<file path="src/rtl/mcm_pkg.sv">
// ---------------------------------------------------------------------------
// mcm_pkg - shared types and constants for the column matrix multiplier
// Holds the controller state type, the command/status structs between the
// controller and the datapath, and the fixed field sizes.
// ---------------------------------------------------------------------------
package mcm_pkg;

    // Field sizes fixed by the interface
    localparam int DATA_W   = 32;
    localparam int COL_W    = 2;
    localparam int IN_ROWS  = 4;
    localparam int FRAC_W   = 16;
    localparam int PROD_W   = 2 * DATA_W;

    // Item kinds
    localparam logic KIND_LOAD = 1'b0;
    localparam logic KIND_MUL  = 1'b1;

    // Controller states
    typedef enum logic [1:0] {
        ST_IDLE,
        ST_MAC,
        ST_DRAIN,
        ST_WRITE
    } mcm_state_t;

    // Controller -> datapath commands
    typedef struct packed {
        logic load_col;   // write one left column from the input beat
        logic start_mul;  // capture right column, clear accumulators
        logic mul_en;     // multiply one element per lane, advance index
        logic acc_en;     // add the registered products into the sums
        logic out_load;   // round, saturate and fill the output register
    } mcm_cmd_t;

    // Datapath -> controller status
    typedef struct packed {
        logic mac_first;  // no product registered yet for this column
        logic mac_last;   // element index points at the last column
        logic out_stall;  // output register holds a beat not yet taken
    } mcm_status_t;

endpackage

</file>
<file path="src/rtl/mcm_ctrl.sv">
// ---------------------------------------------------------------------------
// mcm_ctrl - sequencer for the column matrix multiplier
// Decodes input beats, steps the lane MACs over the stored columns and
// hands the finished sums to the output register.
// ---------------------------------------------------------------------------
module mcm_ctrl #(
    parameter int DIM = 4
) (
    input  logic                 aclk,
    input  logic                 aresetn,
    input  logic                 s_valid,
    output logic                 s_ready,
    input  logic                 s_kind,
    input  logic [1:0]           s_col_index,
    input  mcm_pkg::mcm_status_t status,
    output mcm_pkg::mcm_cmd_t    cmd
);
    import mcm_pkg::*;

    mcm_state_t state_reg, state_next;
    logic       accept;
    logic       col_ok;

    assign accept = s_valid && s_ready;
    assign col_ok = (32'(s_col_index) < DIM);

    // State register
    always_ff @(posedge aclk) begin
        if (!aresetn) begin
            state_reg <= ST_IDLE;
        end else begin
            state_reg <= state_next;
        end
    end

    // Next state
    always_comb begin
        state_next = state_reg;
        unique case (state_reg)
            ST_IDLE: begin
                if (accept && col_ok && s_kind == KIND_MUL) begin
                    state_next = ST_MAC;
                end
            end
            ST_MAC: begin
                if (status.mac_last) begin
                    state_next = ST_DRAIN;
                end
            end
            ST_DRAIN: begin
                state_next = ST_WRITE;
            end
            ST_WRITE: begin
                if (!status.out_stall) begin
                    state_next = ST_IDLE;
                end
            end
            default: begin
                state_next = ST_IDLE;
            end
        endcase
    end

    // Outputs
    always_comb begin
        cmd     = '0;
        s_ready = 1'b0;
        unique case (state_reg)
            ST_IDLE: begin
                s_ready       = 1'b1;
                cmd.load_col  = accept && col_ok && s_kind == KIND_LOAD;
                cmd.start_mul = accept && col_ok && s_kind == KIND_MUL;
            end
            ST_MAC: begin
                cmd.mul_en = 1'b1;
            end
            ST_DRAIN: begin
                cmd.acc_en = 1'b1;
            end
            ST_WRITE: begin
                cmd.out_load = !status.out_stall;
            end
            default: begin
                cmd = '0;
            end
        endcase
        // Products from the previous cycle join the sum while multiplying
        if (state_reg == ST_MAC && !cmd.acc_en) begin
            cmd.acc_en = !status.mac_first;
        end
    end

endmodule

</file>
<file path="config.mk">
export PLATFORM = sky130hd
export DESIGN_NAME = mcm_ctrl
export DESIGN_NICKNAME = d
export VERILOG_FILES = /design/src/rtl/mcm_pkg.sv /design/src/rtl/mcm_ctrl.sv
export SDC_FILE = /design/constraint.sdc
export NUM_CORES = 1
export LEC_CHECK = 0
export ABC_CLOCK_PERIOD_IN_PS = 1300
export CORE_AREA = 3 3 40 42
export DETAILED_ROUTE_END_ITERATION = 6
export DIE_AREA = 0 0 43 45
export DONT_BUFFER_PORTS = 1
export PLACE_DENSITY = 0.33
export SETUP_SLACK_MARGIN = 0.05
export SLEW_MARGIN = 10
export SYNTH_ARGS = -nofsm -noshare
export SYNTH_HDL_FRONTEND = slang
export SYNTH_SLANG_ARGS = --single-unit
</file>
<file path="constraint.sdc">
create_clock -name aclk -period 1.3 [get_ports aclk]
set_input_delay 0.26 -clock aclk [delete_from_list [all_inputs] [get_ports aclk]]
set_output_delay 0.26 -clock aclk [all_outputs]
set_load 0.1 [all_outputs]
</file>
After elaboration in Yosys (flattened, before gate mapping)
Index checks and enable logic that the tools add are counted.
Widths: inputs -> output; s select.
- output and inout port bits: 6
- logic and storage cells: 27
- bits of input ports: 9
- register bits after elaboration: 2
- reduce and logical (&&, ||, !) cells: 9
- bitwise gates (word level): 1
- mux-type cells: 10
- eq/ne operators: 6
- operators by type and width (operator ; count):
    $mux 2 ; 4
    $pmux 2 s4 ; 1
    $ne 2x2->1 const B ; 3
    $mux 1 ; 5
    $eq 2x2->1 const B ; 2
    $logic_and 1x1->1 ; 4
    $logic_not 1->1 ; 3
    $reduce_and 3->1 ; 1
    $eq 2x1->1 const B ; 1
    $logic_not 2->1 ; 1
    $not 1->1 ; 1

Depth between registers and ports, before layout
- depth after elaboration: 6
- gate-level depth with buffers: 5
- gate-level depth less buffers: 5

Worst setup path after synthesis
OpenSTA, ideal clock, no wires.
- path type: register to output
- from: register state_reg[0]
- to: output port cmd[4] (netlist name)
- data arrival time: 2631 ps
- cell stages (with the launch flop): 5
- setup slack: -1591 ps
- path buffers: 0
- required time: 1040 ps
- cells stage by stage: dfxtp_1 -> inv_1 -> ha_1 -> nand2_1 -> nor2_1
- RTL lines (item ; line ; source):
    start: declaration ; mcm_ctrl.sv:20 ; mcm_state_t state_reg, state_next;
    start signal: assignment ; mcm_ctrl.sv:32 ; state_reg <= state_next;
    end: declaration ; mcm_ctrl.sv:16 ; output mcm_pkg::mcm_cmd_t cmd

==> results.cfg <==
[clocking]
numCtsBuffers = 3
clk_latency_ns = 0.22
cts_max_path_buffers = 2
cts_tree = yes
clock_sinks = 2
path_clk_slew_ns = 0.03
htree_levels = 1
root_buffer = clkbuf_4

[synthesis]
async_reset_ff_share_pct = 0
synthTopCellsByCount = ha_1, nand2_1, inv_1, dfxtp_1, nor2_1
postSynthAreaPerCell_um2 = 8.393
seq_area_frac_synth_pct = 19.88
synthFlopType = dfxtp_1
synthDistinctLibCells = 13
synthAdderAreaFrac_pct = 31.06
yosys-mux-area-fraction_pct = 4.969
synth_edf_count = 0
synth_area_um2 = 201.4
yosysTopAreaCellShare_pct = 31.06
synth_compound_gate_area_share_pct = 18.01
yosys_warnings = 0
synth-seq-cells = 2
synth_top_family_by_area = adder cells
synth_area_leaders = ha_1, dfxtp_1, nand2_1
synth_simple_gate_area_share_pct = 20.50
yosysMostFrequentCell = ha_1
yosysTopAreaCell = ha_1
synth_fp_nets = 38
synth_xor_area_share_pct = 0
syn_inst = 24

[floorplan]
die_x_um = 43
core_area_mm2 = 0.001285
die_area_mm2 = 0.001935
start_util_pct = 15.68
rows = 13
fp.dieH_um = 45
io-pin-count = 15

[worst_setup_path]
cp_cell_sequence = inv_4, ha_4, buf_6, nand2_4, nor2_4, buf_12
critPathLaunchType = flip-flop
endpoint_kind = primary output
critPathMaxFanout = 5
worstSetupPathType = flip-flop to primary output
slowest_delay_ns = 0.37
required_ns = 1.04
cp_slowest_cell = dfxtp_4
cp.arrival_ns = 1.22

[final_layout]
largest_reg_flops = 2
final_cell_area_um2 = 488.0
drive_above_1_share_pct = 78.95
final_nets = 54
num_antenna_cells = 0
areaGrowthSynthToFinish_pct = 142.2

[drt]
detail_route.wl_per_cell_um = 10.72
drt_iter0_drc = 3
num_vias = 217
wirelength_um = 568
firstDrtPassIters = 4
drtAntennaViolNets = 0
via_per_inst = 4.094
drcViolationCount = 0

[sta]
tightest_slew_ns = 0.2790
slew_headroom_pct = 81.40
holdWs_ns = 0.1796
setup_ws_ns = -0.1787
drv_slew = 0
max_freq_mhz = 676.3
hold_viol_final = 0
final.setup.tns_ns = -1.091
setup_viol = 8
skew_ns = 0.0008655
period_minus_slack_ns = 1.479
rsz0062_at_grt = true
fin_crit_sh_pct = 113.7

[global_route]
grt_max_degree = 6
grt_pass1_vias = 249
overflow = 0
grt_use_total_pct = 7.060
antenna_found_initial = 0
grt_pass1_wl_um = 966

[run_status]
violations = setup timing
status = finished with violations

[run]
max_cap_viol_count = 0

[placed_design]
pre_cts_ws_ns = -0.07561
dp_hpwl_um = 431
placed_cell_area_um2 = 392.9
gp_congestion = 0.6554
numPortBuffers = 0

[min_path]
hold_class = input port to flip-flop
-- critical path: cells and delay by family, from the launching register on --
family / cells / cell delay (ns)
buffers and inverters: 3 / 0.35
and+or+nand+nor: 2 / 0.13
adders and majority gates: 1 / 0.14
DFF: 1 / 0.37
-- metrics by stage --
| step | cells | util [%] |
|---|---|---|
| finish | 53 | 37.97 |
| global route | 53 | 37.97 |
| CTS | 53 | 37.97 |
| detailed placement | 49 | 30.57 |
| global placement | 49 | 30.57 |
| floorplan | 24 | - |
-- timing repair --
action,CTS,global route
gates resized for setup,16,0
pin swaps,7,0
buffers inserted,1,0
endpoints found under the hold margin,0,0
hold buffers,0,0
endpoints found under the setup margin,8,8
-- layout make-up --
type | count | area, um^2
multi-input combinational | 19 | 230.2
timing repair buffer | 11 | 152.6
tap | 15 | 18.77
inverter | 3 | 16.27
fill | 136 | 797.0
clock buffer | 3 | 22.52
sequential | 2 | 47.55
-- worst paths after layout --
check                from           end  slack (ns)  cells past startpoint
min reg2reg  state_reg[1]  state_reg[1]        0.52                      2
max          state_reg[0]        cmd[4]       -0.18                      6
max reg2reg  state_reg[0]  state_reg[0]       -0.15                      6
min               aresetn  state_reg[1]        0.18                      2
-- metal layers --
| layer | GRT usage, % | wire [um] | share of wire, % | up-vias |
|---|---|---|---|---|
| li1 | - | - | - | 114 |
| met1 | 5.981 | 201 | 35 | 97 |
| met2 | 11.98 | 322 | 57 | 6 |
| met3 | 3.187 | 44 | 7.7 | 0 |
| met4 | 7.229 | 0 | 0 | 0 |
| met5 | 0 | 0 | 0 | - |
-- cells by family after synthesis --
| kind of cell | count (synthesis) |
|---|---|
| muxes | 1 |
| adders and majority gates | 5 |
| AOI/OAI and AO/OA | 4 |
| and+or+nand+nor | 9 |
| DFF | 2 |
| buffers and inverters | 3 |
-- cells in the final DEF (no fill, tap or decap) --
cell	instances
buf_12	5
nor2_4	1
buf_6	2
buf_4	4
a21oi_4	1
nor2_2	1
inv_4	2
ha_2	2
inv_1	1
o211a_1	1
dfxtp_4	2
a221o_2	1
a222oi_1	1
or2_0	1
ha_4	3
nor2b_4	1
clkbuf_4	3
nand2_1	3
mux2i_1	1
nand2_4	1
and3_2	1
Power is left out: the tool's default activity adds up to more than one toggle a clock period on the data nets, which glitch-free logic cannot reach.
